$ cat config.mk
export PLATFORM = sky130hd
export DESIGN_NAME = envelope_release_scheduler
export DESIGN_NICKNAME = d
export VERILOG_FILES = /design/src/hdl/ers_pkg.sv /design/src/hdl/ers_front.sv /design/src/hdl/ers_back.sv /design/src/hdl/envelope_release_scheduler.sv
export SDC_FILE = /design/constraint.sdc
export NUM_CORES = 2
export LEC_CHECK = 0
export BUFFER_PORTS_ARGS = -buffer_cell sky130_fd_sc_hd__buf_2
export CORE_AREA = 4 4 433 435
export CTS_BUF_LIST = sky130_fd_sc_hd__clkbuf_16
export DETAILED_ROUTE_END_ITERATION = 8
export DIE_AREA = 0 0 437 439
export PLACE_DENSITY_LB_ADDON = 0.1
export SLEW_MARGIN = 40
export SYNTH_ARGS = -nofsm -noshare
export SYNTH_HDL_FRONTEND = slang
export SYNTH_SLANG_ARGS = --single-unit
$ cat constraint.sdc
create_clock -name clk -period 7.85 [get_ports clk]
set_clock_uncertainty 0.05 [all_clocks]
set_input_delay 0.3925 -clock clk [delete_from_list [all_inputs] [get_ports clk]]
set_output_delay 0.3925 -clock clk [all_outputs]
set_load 0.01 [all_outputs]
$ cat src/hdl/ers_pkg.sv
// Shared types, codes and sizes for the envelope release scheduler.
// No dependencies; imported by every module of the block.
package ers_pkg;

	// Field widths fixed by the message formats
	localparam int TRK_W    = 4;
	localparam int SMP_W    = 16;
	localparam int BYTE_W   = 8;
	localparam int GAIN_W   = 16;
	localparam int MSEC_W   = 16;
	localparam int MS_W     = MSEC_W + 1;          // sustain plus attack
	localparam int TPM_W    = 8;
	localparam int PROD_W   = MS_W + TPM_W;        // deadline offset in ticks
	localparam int CFG_IDX_W  = 2;
	localparam int CFG_DATA_W = 16;

	// Defaults for the top-level parameters
	localparam int DEF_TRACKS     = 16;
	localparam int DEF_TIME_WIDTH = 32;

	// Command queue between front and back
	localparam int QDEPTH = 2;
	localparam int QPTR_W = $clog2(QDEPTH);
	localparam int QCNT_W = QPTR_W + 1;

	// Register reset values
	localparam logic [TPM_W-1:0]         TPM_RESET   = 8'd10;
	localparam logic signed [GAIN_W-1:0] RGAIN_RESET = -16'sd70;

	// Codes
	localparam logic       CMD_TRIGGER = 1'b0;
	localparam logic       CMD_TICK    = 1'b1;
	localparam logic       MSG_PLAY    = 1'b0;
	localparam logic       MSG_FADE    = 1'b1;
	localparam logic [1:0] MODE_ATTACK_RELEASE = 2'd0;
	localparam logic [1:0] MODE_RELEASE        = 2'd1;
	localparam logic [1:0] MODE_ATTACK         = 2'd2;
	localparam logic [1:0] MODE_NONE           = 2'd3;
	localparam logic [CFG_IDX_W-1:0] CFG_TICKS_PER_MS = 2'd0;
	localparam logic [CFG_IDX_W-1:0] CFG_RELEASE_GAIN = 2'd1;

	// Input transaction
	typedef struct packed {
		logic                     cmd;
		logic [TRK_W-1:0]         track;
		logic [SMP_W-1:0]         sample_number;
		logic [BYTE_W-1:0]        output_route;
		logic [BYTE_W-1:0]        play_command;
		logic [1:0]               envelope_mode;
		logic signed [GAIN_W-1:0] main_gain;
		logic [MSEC_W-1:0]        attack_ms;
		logic [MSEC_W-1:0]        sustain_ms;
		logic [MSEC_W-1:0]        release_ms;
	} item_t;

	// Output transaction
	typedef struct packed {
		logic                     kind;
		logic [TRK_W-1:0]         track_index;
		logic [SMP_W-1:0]         sample_out;
		logic [BYTE_W-1:0]        route_out;
		logic [BYTE_W-1:0]        command_out;
		logic signed [GAIN_W-1:0] fade_gain;
		logic [MSEC_W-1:0]        fade_time;
		logic                     stop_after;
		logic                     last;
	} msg_t;

	// Classified operation handed from front to back
	typedef struct packed {
		logic                     is_tick;
		logic                     arm;
		logic                     attack_en;
		logic [TRK_W-1:0]         track;
		logic [SMP_W-1:0]         sample;
		logic [BYTE_W-1:0]        route;
		logic [BYTE_W-1:0]        command;
		logic signed [GAIN_W-1:0] main_gain;
		logic [MSEC_W-1:0]        attack_ms;
		logic [MS_W-1:0]          ms;
		logic [MSEC_W-1:0]        release_ms;
	} op_t;

	// Back-end sequencer states
	typedef enum logic [2:0] {
		ST_IDLE,
		ST_ARM,
		ST_PLAY,
		ST_ATTACK,
		ST_SCAN,
		ST_RELEASE
	} state_t;

endpackage

$ cat src/hdl/ers_front.sv
// Front end: accepts input transactions, classifies them and queues them.
// Depends on ers_pkg.
module ers_front import ers_pkg::*; #(
	parameter int TRACKS = DEF_TRACKS
) (
	input  logic  clk,
	input  logic  arst_n,
	input  logic  item_valid,
	output logic  item_stall,
	input  item_t item,
	output logic  op_valid,
	input  logic  op_pop,
	output op_t   op_head
);

	op_t               mem_q [QDEPTH];
	logic [QPTR_W-1:0] wr_ptr_q;
	logic [QPTR_W-1:0] rd_ptr_q;
	logic [QCNT_W-1:0] cnt_q;
	logic              push;
	logic              do_pop;
	logic              in_range;
	op_t               op_new;

	// Classify the incoming transaction
	always_comb begin
		in_range          = {1'b0, item.track} < (TRK_W + 1)'(TRACKS);
		op_new.is_tick    = (item.cmd == CMD_TICK);
		op_new.arm        = (item.envelope_mode == MODE_ATTACK_RELEASE ||
		                     item.envelope_mode == MODE_RELEASE) && in_range;
		op_new.attack_en  = (item.envelope_mode == MODE_ATTACK_RELEASE ||
		                     item.envelope_mode == MODE_ATTACK);
		op_new.track      = item.track;
		op_new.sample     = item.sample_number;
		op_new.route      = item.output_route;
		op_new.command    = item.play_command;
		op_new.main_gain  = item.main_gain;
		op_new.attack_ms  = item.attack_ms;
		op_new.ms         = MS_W'(item.sustain_ms) +
		                    ((item.envelope_mode == MODE_ATTACK_RELEASE) ?
		                     MS_W'(item.attack_ms) : MS_W'(0));
		op_new.release_ms = item.release_ms;
	end

	assign item_stall = (cnt_q == QCNT_W'(QDEPTH));
	assign push       = item_valid && !item_stall;
	assign op_valid   = (cnt_q != '0);
	assign do_pop     = op_pop && op_valid;
	assign op_head    = mem_q[rd_ptr_q];

	// Store queued operations
	always_ff @(posedge clk) begin
		if (push) begin
			mem_q[wr_ptr_q] <= op_new;
		end
	end

	// Advance pointers and fill count
	always_ff @(posedge clk or negedge arst_n) begin
		if (!arst_n) begin
			wr_ptr_q <= '0;
			rd_ptr_q <= '0;
			cnt_q    <= '0;
		end else begin
			if (push) begin
				wr_ptr_q <= wr_ptr_q + 1'b1;
			end
			if (do_pop) begin
				rd_ptr_q <= rd_ptr_q + 1'b1;
			end
			cnt_q <= cnt_q + QCNT_W'(push) - QCNT_W'(do_pop);
		end
	end

	// Fill count never exceeds depth
	a_cnt_bound: assert property (@(posedge clk) disable iff (!arst_n)
		cnt_q <= QCNT_W'(QDEPTH))
		else $error("queue count beyond depth");

endmodule

$ cat src/hdl/ers_back.sv
// Back end: runs queued operations, holds time, arming state and config,
// and drives the output register. Depends on ers_pkg.
module ers_back import ers_pkg::*; #(
	parameter int TRACKS     = DEF_TRACKS,
	parameter int TIME_WIDTH = DEF_TIME_WIDTH
) (
	input  logic                  clk,
	input  logic                  arst_n,
	input  logic                  op_valid,
	output logic                  op_pop,
	input  op_t                   op_head,
	input  logic                  cfg_we,
	input  logic [CFG_IDX_W-1:0]  cfg_index,
	input  logic [CFG_DATA_W-1:0] cfg_data,
	output logic                  msg_valid,
	input  logic                  msg_stall,
	output msg_t                  msg
);

	localparam int TIDX_W = (TRACKS > 1) ? $clog2(TRACKS) : 1;
	localparam int SUM_W  = (TIME_WIDTH > PROD_W) ? TIME_WIDTH : PROD_W;

	state_t                   state_q, state_d;
	op_t                      op_q;
	logic [PROD_W-1:0]        prod_s1;
	logic [TIME_WIDTH-1:0]    time_q;
	logic [TRACKS-1:0]        armed_q;
	logic [TRACKS-1:0]        exp_q;
	logic [TIDX_W-1:0]        idx_q;
	logic [TPM_W-1:0]         tpm_q;
	logic signed [GAIN_W-1:0] rgain_q;
	logic [TIME_WIDTH-1:0]    deadline_q [TRACKS];
	logic [SMP_W-1:0]         held_sample_q [TRACKS];
	logic [MSEC_W-1:0]        held_rel_q [TRACKS];
	logic                     msg_valid_q;
	msg_t                     msg_q, msg_d;
	logic                     msg_ld;
	logic                     out_free;
	logic                     tick_adv;
	logic                     arm_we;
	logic                     scan_hit;
	logic                     scan_end;
	logic                     rel_done;
	logic [TRACKS-1:0]        sel_oh;
	logic [TIDX_W-1:0]        sel_idx;
	logic [SUM_W-1:0]         dl_sum;
	logic [TIDX_W-1:0]        arm_idx;

	assign out_free = !msg_valid_q || !msg_stall;
	assign arm_idx  = op_q.track[TIDX_W-1:0];
	assign dl_sum   = SUM_W'(time_q) + SUM_W'(prod_s1);
	assign scan_hit = armed_q[idx_q] && (deadline_q[idx_q] <= time_q);
	assign scan_end = (idx_q == TIDX_W'(TRACKS - 1));

	// Pick the lowest expired track
	always_comb begin
		sel_idx = '0;
		for (int i = TRACKS - 1; i >= 0; i--) begin
			if (exp_q[i]) begin
				sel_idx = TIDX_W'(i);
			end
		end
		sel_oh = TRACKS'(1) << sel_idx;
	end

	// Sequencer: next state and message selection
	always_comb begin
		state_d  = state_q;
		op_pop   = 1'b0;
		tick_adv = 1'b0;
		arm_we   = 1'b0;
		msg_ld   = 1'b0;
		rel_done = 1'b0;
		msg_d    = '0;
		unique case (state_q)
			ST_IDLE: begin
				if (op_valid) begin
					op_pop   = 1'b1;
					tick_adv = op_head.is_tick;
					state_d  = op_head.is_tick ? ST_SCAN : ST_ARM;
				end
			end
			ST_ARM: begin
				arm_we  = op_q.arm;
				state_d = ST_PLAY;
			end
			ST_PLAY: begin
				if (out_free) begin
					msg_ld            = 1'b1;
					msg_d.kind        = MSG_PLAY;
					msg_d.track_index = op_q.track;
					msg_d.sample_out  = op_q.sample;
					msg_d.route_out   = op_q.route;
					msg_d.command_out = op_q.command;
					msg_d.last        = !op_q.attack_en;
					state_d           = op_q.attack_en ? ST_ATTACK : ST_IDLE;
				end
			end
			ST_ATTACK: begin
				if (out_free) begin
					msg_ld            = 1'b1;
					msg_d.kind        = MSG_FADE;
					msg_d.track_index = op_q.track;
					msg_d.sample_out  = op_q.sample;
					msg_d.fade_gain   = op_q.main_gain;
					msg_d.fade_time   = op_q.attack_ms;
					msg_d.last        = 1'b1;
					state_d           = ST_IDLE;
				end
			end
			ST_SCAN: begin
				if (scan_end) begin
					state_d = ((exp_q != '0) || scan_hit) ? ST_RELEASE : ST_IDLE;
				end
			end
			ST_RELEASE: begin
				if (out_free) begin
					msg_ld            = 1'b1;
					rel_done          = 1'b1;
					msg_d.kind        = MSG_FADE;
					msg_d.track_index = TRK_W'(sel_idx);
					msg_d.sample_out  = held_sample_q[sel_idx];
					msg_d.fade_gain   = rgain_q;
					msg_d.fade_time   = held_rel_q[sel_idx];
					msg_d.stop_after  = 1'b1;
					msg_d.last        = ((exp_q & ~sel_oh) == '0);
					if (msg_d.last) begin
						state_d = ST_IDLE;
					end
				end
			end
			default: state_d = ST_IDLE;
		endcase
	end

	// Hold sequencer state
	always_ff @(posedge clk or negedge arst_n) begin
		if (!arst_n) begin
			state_q <= ST_IDLE;
		end else begin
			state_q <= state_d;
		end
	end

	// Latch the popped operation and its deadline offset
	always_ff @(posedge clk) begin
		if (op_pop) begin
			op_q    <= op_head;
			prod_s1 <= PROD_W'(op_head.ms) * PROD_W'(tpm_q);
		end
	end

	// Write per-track deadline and held values on arming
	always_ff @(posedge clk) begin
		if (arm_we) begin
			deadline_q[arm_idx]    <= dl_sum[TIME_WIDTH-1:0];
			held_sample_q[arm_idx] <= op_q.sample;
			held_rel_q[arm_idx]    <= op_q.release_ms;
		end
	end

	// Advance time, arm, scan and disarm
	always_ff @(posedge clk or negedge arst_n) begin
		if (!arst_n) begin
			time_q  <= '0;
			armed_q <= '0;
			exp_q   <= '0;
			idx_q   <= '0;
		end else begin
			if (tick_adv) begin
				time_q <= time_q + 1'b1;
				exp_q  <= '0;
				idx_q  <= '0;
			end
			if (arm_we) begin
				armed_q[arm_idx] <= 1'b1;
			end
			if (state_q == ST_SCAN) begin
				if (scan_hit) begin
					exp_q[idx_q]   <= 1'b1;
					armed_q[idx_q] <= 1'b0;
				end
				if (!scan_end) begin
					idx_q <= idx_q + 1'b1;
				end
			end
			if (rel_done) begin
				exp_q <= exp_q & ~sel_oh;
			end
		end
	end

	// Configuration registers
	always_ff @(posedge clk or negedge arst_n) begin
		if (!arst_n) begin
			tpm_q   <= TPM_RESET;
			rgain_q <= RGAIN_RESET;
		end else if (cfg_we) begin
			if (cfg_index == CFG_TICKS_PER_MS) begin
				tpm_q <= cfg_data[TPM_W-1:0];
			end
			if (cfg_index == CFG_RELEASE_GAIN) begin
				rgain_q <= cfg_data[GAIN_W-1:0];
			end
		end
	end

	// Output register
	always_ff @(posedge clk or negedge arst_n) begin
		if (!arst_n) begin
			msg_valid_q <= 1'b0;
		end else if (msg_ld) begin
			msg_valid_q <= 1'b1;
		end else if (!msg_stall) begin
			msg_valid_q <= 1'b0;
		end
	end

	always_ff @(posedge clk) begin
		if (msg_ld) begin
			msg_q <= msg_d;
		end
	end

	assign msg_valid = msg_valid_q;
	assign msg       = msg_q;

	// A released track is disarmed right after its scan slot
	a_disarm: assert property (@(posedge clk) disable iff (!arst_n)
		(state_q == ST_SCAN && scan_hit) |=> !armed_q[$past(idx_q)])
		else $error("expired track still armed");

	// Release phase always has a pending expired track
	a_rel_pending: assert property (@(posedge clk) disable iff (!arst_n)
		state_q == ST_RELEASE |-> exp_q != '0)
		else $error("release phase with nothing expired");

	// Time moves only on a popped tick
	a_time_adv: assert property (@(posedge clk) disable iff (!arst_n)
		(state_q != ST_IDLE) |=> $stable(time_q))
		else $error("time changed outside tick pop");

endmodule

$ cat src/hdl/envelope_release_scheduler.sv
// Envelope release scheduler for a sample player: top level.
// Input channel item_valid/item_stall/item carries trigger and tick
// transactions; output channel msg_valid/msg_stall/msg carries play and
// fade messages, the final one of each input flagged by last.
// A front end classifies inputs into a two-entry queue; a back end
// sequencer runs them and feeds a single output register.
// A trigger yields a play message and, if its mode has an attack, a fade
// message (1 or 2 messages). A tick runs the deadline scan over all
// TRACKS entries with a single comparator, then one release message per
// expired track; with nothing expired it yields no message.
// A trigger passes from the queue through the sequencer's ARM and PLAY
// states; its first message is then loaded into the output register.
// Reset clears time, arming, the queue and the output register, and loads
// ticks_per_ms = 10 and release_gain = -70. When msg_stall is high the
// output register holds its transaction and the sequencer waits before
// loading another message; the queue keeps accepting until full, then item_stall rises.
// Configuration writes (cfg_we, cfg_index, cfg_data) are registered in the back end.
// Depends on ers_pkg, ers_front, ers_back.
module envelope_release_scheduler import ers_pkg::*; #(
	parameter int TRACKS     = DEF_TRACKS,
	parameter int TIME_WIDTH = DEF_TIME_WIDTH
) (
	input  logic                  clk,
	input  logic                  arst_n,
	input  logic                  item_valid,
	output logic                  item_stall,
	input  item_t                 item,
	output logic                  msg_valid,
	input  logic                  msg_stall,
	output msg_t                  msg,
	input  logic                  cfg_we,
	input  logic [CFG_IDX_W-1:0]  cfg_index,
	input  logic [CFG_DATA_W-1:0] cfg_data
);

	logic op_valid;
	logic op_pop;
	op_t  op_head;

	ers_front #(
		.TRACKS(TRACKS)
	) u_front (
		.clk       (clk),
		.arst_n    (arst_n),
		.item_valid(item_valid),
		.item_stall(item_stall),
		.item      (item),
		.op_valid  (op_valid),
		.op_pop    (op_pop),
		.op_head   (op_head)
	);

	ers_back #(
		.TRACKS    (TRACKS),
		.TIME_WIDTH(TIME_WIDTH)
	) u_back (
		.clk      (clk),
		.arst_n   (arst_n),
		.op_valid (op_valid),
		.op_pop   (op_pop),
		.op_head  (op_head),
		.cfg_we   (cfg_we),
		.cfg_index(cfg_index),
		.cfg_data (cfg_data),
		.msg_valid(msg_valid),
		.msg_stall(msg_stall),
		.msg      (msg)
	);

endmodule
-- Word-level counts from Yosys, hierarchy flattened
Memory sizes are Yosys's and may differ from the RTL's.
Index checks and enable logic that the tools add are counted.
- $add $sub $neg: 8
- multiply operators: 1
- magnitude comparators: 5
- equality and inequality tests: 17
- shifts and indexed selects: 1
- mux-type cells: 66
- bitwise logic cells: 6
- reductions and logical operators: 24
- operators by type and width (operator ; number):
    $mux 16 ; 8
    $mux 4 ; 19
    $pmux 32 s2 ; 1
    $pmux 21 s3 ; 1
    $mux 21 ; 2
    $mux 36 ; 1
    $mux 34 ; 1
    $add 32x1->32 const B ; 1
    $add 32x25->32 ; 1
    $and 16x16->16 ; 2
    $le 32x32->1 ; 1
    $mux 32 ; 1
    $not 16->16 ; 2
    $or 16x16->16 ; 2
    $mul 17x8->25 ; 1
    $mux 3 ; 8
    $mux 1 ; 18
    $pmux 3 s6 ; 1
    $add 16x17->17 ; 1
    $logic_not 16->1 ; 1
    $reduce_bool 16->1 ; 1
    $shl 1x4->16 const A ; 1
    $ne 2x1->1 const B ; 6
    $lt 4x5->1 const B ; 2
    other kinds (25) ; 45
- register bits: 282
- memory bits (writable): 1232
- output and inout port bits: 73
- memories: 4
- memory list (memory ; depth ; width ; read ports ; clocked after memory_dff ; write ports ; RTL line ; text):
    u_back.deadline_q ; 16 ; 32 ; 1 ; 0 ; 1 ; ers_back.sv:32 ; logic [TIME_WIDTH-1:0] deadline_q [TRACKS];
    u_back.held_rel_q ; 16 ; 16 ; 1 ; 0 ; 1 ; ers_back.sv:34 ; logic [MSEC_W-1:0] held_rel_q [TRACKS];
    u_back.held_sample_q ; 16 ; 16 ; 1 ; 0 ; 1 ; ers_back.sv:33 ; logic [SMP_W-1:0] held_sample_q [TRACKS];
    u_front.mem_q ; 2 ; 104 ; 1 ; 0 ; 1 ; ers_front.sv:16 ; op_t mem_q [QDEPTH];

-- Longest topological paths before layout
- depth after elaboration: 23
- depth in mapped cells: 21
- gate-level depth less buffers: 19

-- Cells and area by module
Synthesis repeated with hierarchy kept, for this count alone.
- cell total of the unflattened synthesis: 4097
- area total of the unflattened synthesis: 65917.0 µm²
- modules (own cells, without submodules) (module ; times used ; cells each ; area each (µm²) ; seq. area each (µm²)):
    ers_back ; 1 ; 3632 ; 57326.2 ; 38635.8
    ers_front ; 1 ; 465 ; 8590.7 ; 6346.1

-- Least setup slack after synthesis
Ideal clock, no wire load.
- kind: reg-to-reg
- start point: register u_back.state_q[0]
- end point: memory u_back.deadline_q[0][0] in the netlist's numbering (enable)
- library setup time: 567 ps
- arrival: 5488 ps
- required time: 7233 ps
- slack: 1745 ps
- stages on the path, launching flop included: 6
- period minus slack after synthesis: 6105 ps
- cell sequence: dfrtp_1 clkbuf_1 nand2_1 nor4_1 nand2b_1 nor3_1
- longest elaborated chain between the ends: 4
- ends and longest elaborated chain (item ; RTL line ; text):
    start, declared ; ers_back.sv:23 ; state_t state_q, state_d;
    start signal, assigned ; ers_back.sv:141 ; state_q <= state_d;
    $eq 3x1->1 ; ers_back.sv:75 ; unique case (state_q)
    $mux 1 ; ers_back.sv:75 ;
    $mux 1 ; ers_back.sv:155 ; if (arm_we) begin
    $mux 1 (implied by the code) ; ers_back.sv:156 ; deadline_q[arm_idx] <= dl_sum[TIME_WIDTH-1:0];
    end, declared ; ers_back.sv:32 ;
Every way passes these cells.

-- Worst setup path after layout
- start point: register u_front.rd_ptr_q
- end point: register u_back.prod_s1[24], data pin
- longest elaborated chain between the ends: 2
- ends and longest elaborated chain (item ; RTL line ; text):
    start, declared ; ers_front.sv:18 ; logic [QPTR_W-1:0] rd_ptr_q;
    start signal, assigned ; ers_front.sv:69 ; rd_ptr_q <= rd_ptr_q + 1'b1;
    $mem_v2 2x104 ; -- ;
    $mul 17x8->25 ; ers_back.sv:149 ; prod_s1 <= PROD_W'(op_head.ms) * PROD_W'(tpm_q);
    end signal, assigned ; ers_back.sv:149 ;
    end, declared ; ers_back.sv:25 ; logic [PROD_W-1:0] prod_s1;
Every way passes these cells.
A chain may end at the register's enable or synchronous reset.

==> results.cfg <==
[status]
status = finished clean

[flow_run]
cap_violations = 0

[layout]
utilization_pct = 41.2
nFillCells = 16700
finalNetCount = 4558
area_delta_synth_final_pct = 18.0
drive_above_1_share_pct = 22.3
stdcell_area_um2 = 75500

[logic_synthesis]
synth_edf_count = 1414
synth-compound-area-share_pct = 4.33
synth_cell_types = 78
syn_area_per_cell_um2 = 16.9
synthTopCellsByArea = edfxtp_1 66%, mux4_2 7.8%, dfrtp_1 3.3%
synth_nets = 4127
yosys_warnings = 0
syn_area_um2 = 64000
synthAdderAreaFrac_pct = 5.32
yosysTopAreaCellShare_pct = 66.3
synth.most_common_cell = edfxtp_1
synth-async-reset-ratio_pct = 6.61
synth-seq-cells = 1514
synthXorXnorAreaFrac_pct = 1.31
yosys.area.top_type = edfxtp_1
synthCells = 3784
synthSimpleGateAreaFrac_pct = 6.53
synth_mux_area_share_pct = 10.3
ys_seq_area_share_pct = 70.3
synth_flop_cell = edfxtp_1
synth_top_family_by_area = multiplexers
synthTopCellsByCount = 1414 x edfxtp_1, 423 x nand2_1, 223 x mux4_2

[route]
wl_per_cell_um = 25.5
drcViolationCount = 0
wl_um = 174000
post_drt_via_cell_ratio = 5.10
ant_nets = 0
drt_iter0_markers = 2817
vias = 34800
drt-pass1-iter-count = 6

[critical_path]
worstPathMaxFanout = 36
cp-startpoint = u_front.rd_ptr_q
critPathArrivalTime_ps = 6780
r2r_cells = 19
crit_cells = 19
path_class = reg2reg
cp_top_family = adder cells
crit_path_end_kind = flop
r2r_setup_slack_ps = 1570
cpMostUsedCell = fa_1
startpoint_type = flop
crit_end = u_back.prod_s1[24]
reg2reg_from = u_front.rd_ptr_q
path_cells = buf_12 -> mux2i_1 -> nand2b_1 -> fa_1 -> fa_1 -> inv_1 -> fa_1 -> inv_1 -> fa_1 -> inv_1 -> ha_1 -> o21ai_0 -> nand2b_1 -> a31oi_1 -> o221ai_1 -> or4_1 -> a31o_2 -> a21oi_1 -> xnor2_1
reg2reg_to = u_back.prod_s1[24]
cp_num_buf_inv = 4
cpPeakStageDelay_ps = 670
cpMaxStageDelayCell = dfrtp_4
cp_data_required_time_ps = 8350

[global_route]
grt_max_degree = 139
grt.total_usage_pct = 18.0
antenna_found_initial = 12
grt_first_pass_wirelength_um = 254000
grt.overflow.total = 0
grt_pass1_vias = 36300

[power_and_ir_drop]
p_comb_share_pct = 39.8
power_density_nw_per_um2 = 435
power_mw = 32.8
power.switching_mw = 11.9
p_seq_share_pct = 36.9
p_int_mw = 21.0
clkPwrFrac_pct = 23.2
vdd.ir_drop.worst_v = 0.000575
sw_frac_of_total_pct = 36.2
p_leak_nw = 25.7

[timing]
period_share_pct = 80.0
worst_slew_pin_slew_ps = 844
timing.final.ws_setup_ps = 1570
rsz0062_at_grt = no
slew_viol_final = 0
hold_violations = 0
relSlewSlack_pct = 43.8
fmax_mhz = 159
setup-tns-final_ps = 0
min_period_ps = 6280
setup_viol = 0

[die]
io_pins = 199
core.rowCount = 157
core_area_um2 = 183000
die_area_um2 = 192000
die_w_um = 437
start_util_pct = 35.0
die_height_um = 439

[clock_network]
cts_tree = yes
path_clk_slew_ps = 60
cts_buffer_depth = 3
numCtsBuffers = 168
cts-root-buf = clkbuf_16
cts_resized = 0
cts_hold_buf = 113
htree_levels = 4
clock_latency_ps = 800
post_cts_buffers = 0
cts.sinks = 1514

[hold_path]
hold_path.class = in2reg
worstHoldStart = item[26]

[place]
io_buffer_count = 198
place_congestion = 0.764
place_hpwl_um = 102000
dpl_cell_area_um2 = 68900
preCtsSetupSlack_ps = 1460
stage by stage:
| step | hold slack (ps) | cells |
|---|---|---|
| after floorplan | 46.9 | 3784 |
| after global placement | 425 | 6376 |
| after detailed placement | 429 | 6391 |
| after CTS | 14.6 | 6805 |
| after global routing | 36.9 | 6813 |
| final | 92.9 | 6820 |
worst register-to-register path: cells and delay by family, from the launching register on:
kind	cells	cell delay (ps)
adders and majority gates	5	2180
DFF	1	670
muxes	1	670
xor gates and xnor gates	1	80
buffers and inverters	4	440
and+or+nand+nor	3	860
AOI/OAI and AO/OA	5	1060
flip-flops by register name (all words and copies together), names as in the netlist:
| signal | count |
|---|---|
| u_back.time_q | 32 |
| u_back.rgain_q | 16 |
| u_back.prod_s1 | 25 |
| u_back.held_sample_q | 256 |
| u_back.armed_q | 16 |
| u_back.deadline_q | 512 |
| u_back.held_rel_q | 256 |
| u_front.mem_q | 208 |
| u_back.exp_q | 16 |
| u_front.cnt_q | 2 |
| u_back.state_q | 3 |
| u_back.op_q | 82 |
| u_back.msg_valid | 1 |
| u_front.rd_ptr_q | 1 |
| u_front.wr_ptr_q | 1 |
| u_back.idx_q | 4 |
| u_back.msg | 71 |
| u_back.tpm_q | 8 |
| u_back.arm_idx | 4 |
cell families (layout without fill, tap and decap cells):
logic type | Yosys count | count (layout)
flops | 1514 | 1514
simple gates | 895 | 895
compound gates | 398 | 398
mux | 362 | 362
buf+inv | 302 | 864
fa+ha+maj | 217 | 217
xor+xnor | 96 | 96
other cells | 0 | 10
per-layer routing:
metal | vias up | global-route usage [%] | wire [um]
li1 | 15500 | - | -
met1 | 18300 | 25.1 | 79600
met2 | 780 | 29.3 | 82600
met3 | 219 | 3.20 | 7800
met4 | 4 | 4.72 | 4020
met5 | - | 0 | 27
power by group through the flow:
stage          combinational (mW)  clock [mW]  sequential [mW]
5_1_grt                      14.6        8.20             12.2
2_1_floorplan                9.41           0             11.9
3_3_place_gp                 13.0           0             12.4
3_5_place_dp                 13.2           0             12.3
4_1_cts                      13.3        7.86             12.1
6_report                     13.1        7.63             12.1
how the worst min path moves through the flow:
stage,slack [ps],cells after the start,to
finish,90,3,u_front.mem_q[0][26]
global route,40,2,u_front.mem_q[0][16]
CTS,10,3,u_front.mem_q[1][26]
detailed placement,430,1,u_front.cnt_q[1]
global placement,420,1,u_back.armed_q[13]
floorplan,50,0,u_back.armed_q[0]
cell usage in the layout (no fill, tap or decap), types with 56 or more instances in the layout:
master         count
ha_1             125
and3_1            56
mux4_2           223
mux2_2           126
dfrtp_1           80
nand3_1           99
inv_1            187
edfxtp_1        1414
and2_1            89
nor2_1            81
a21oi_1           77
dlygate4sd3_1    114
buf_2            197
buf_4             69
clkbuf_16        169
fa_1              92
xnor2_1           68
nand2_1          421
layout make-up:
class | count | area (um^2) | share of cell area [%]
Antenna cell | 10 | 25.0 | 0.0331
Sequential cell | 1514 | 45000 | 59.6
Clock inverter | 132 | 1140 | 1.51
Multi-Input combinational cell | 1968 | 18200 | 24.1
Timing Repair Buffer | 418 | 3320 | 4.40
Tap cell | 2464 | 3080 | 4.08
Clock buffer | 169 | 4230 | 5.60
Inverter | 145 | 544 | 0.721
No activity file was read; power rests on OpenSTA's default activity.
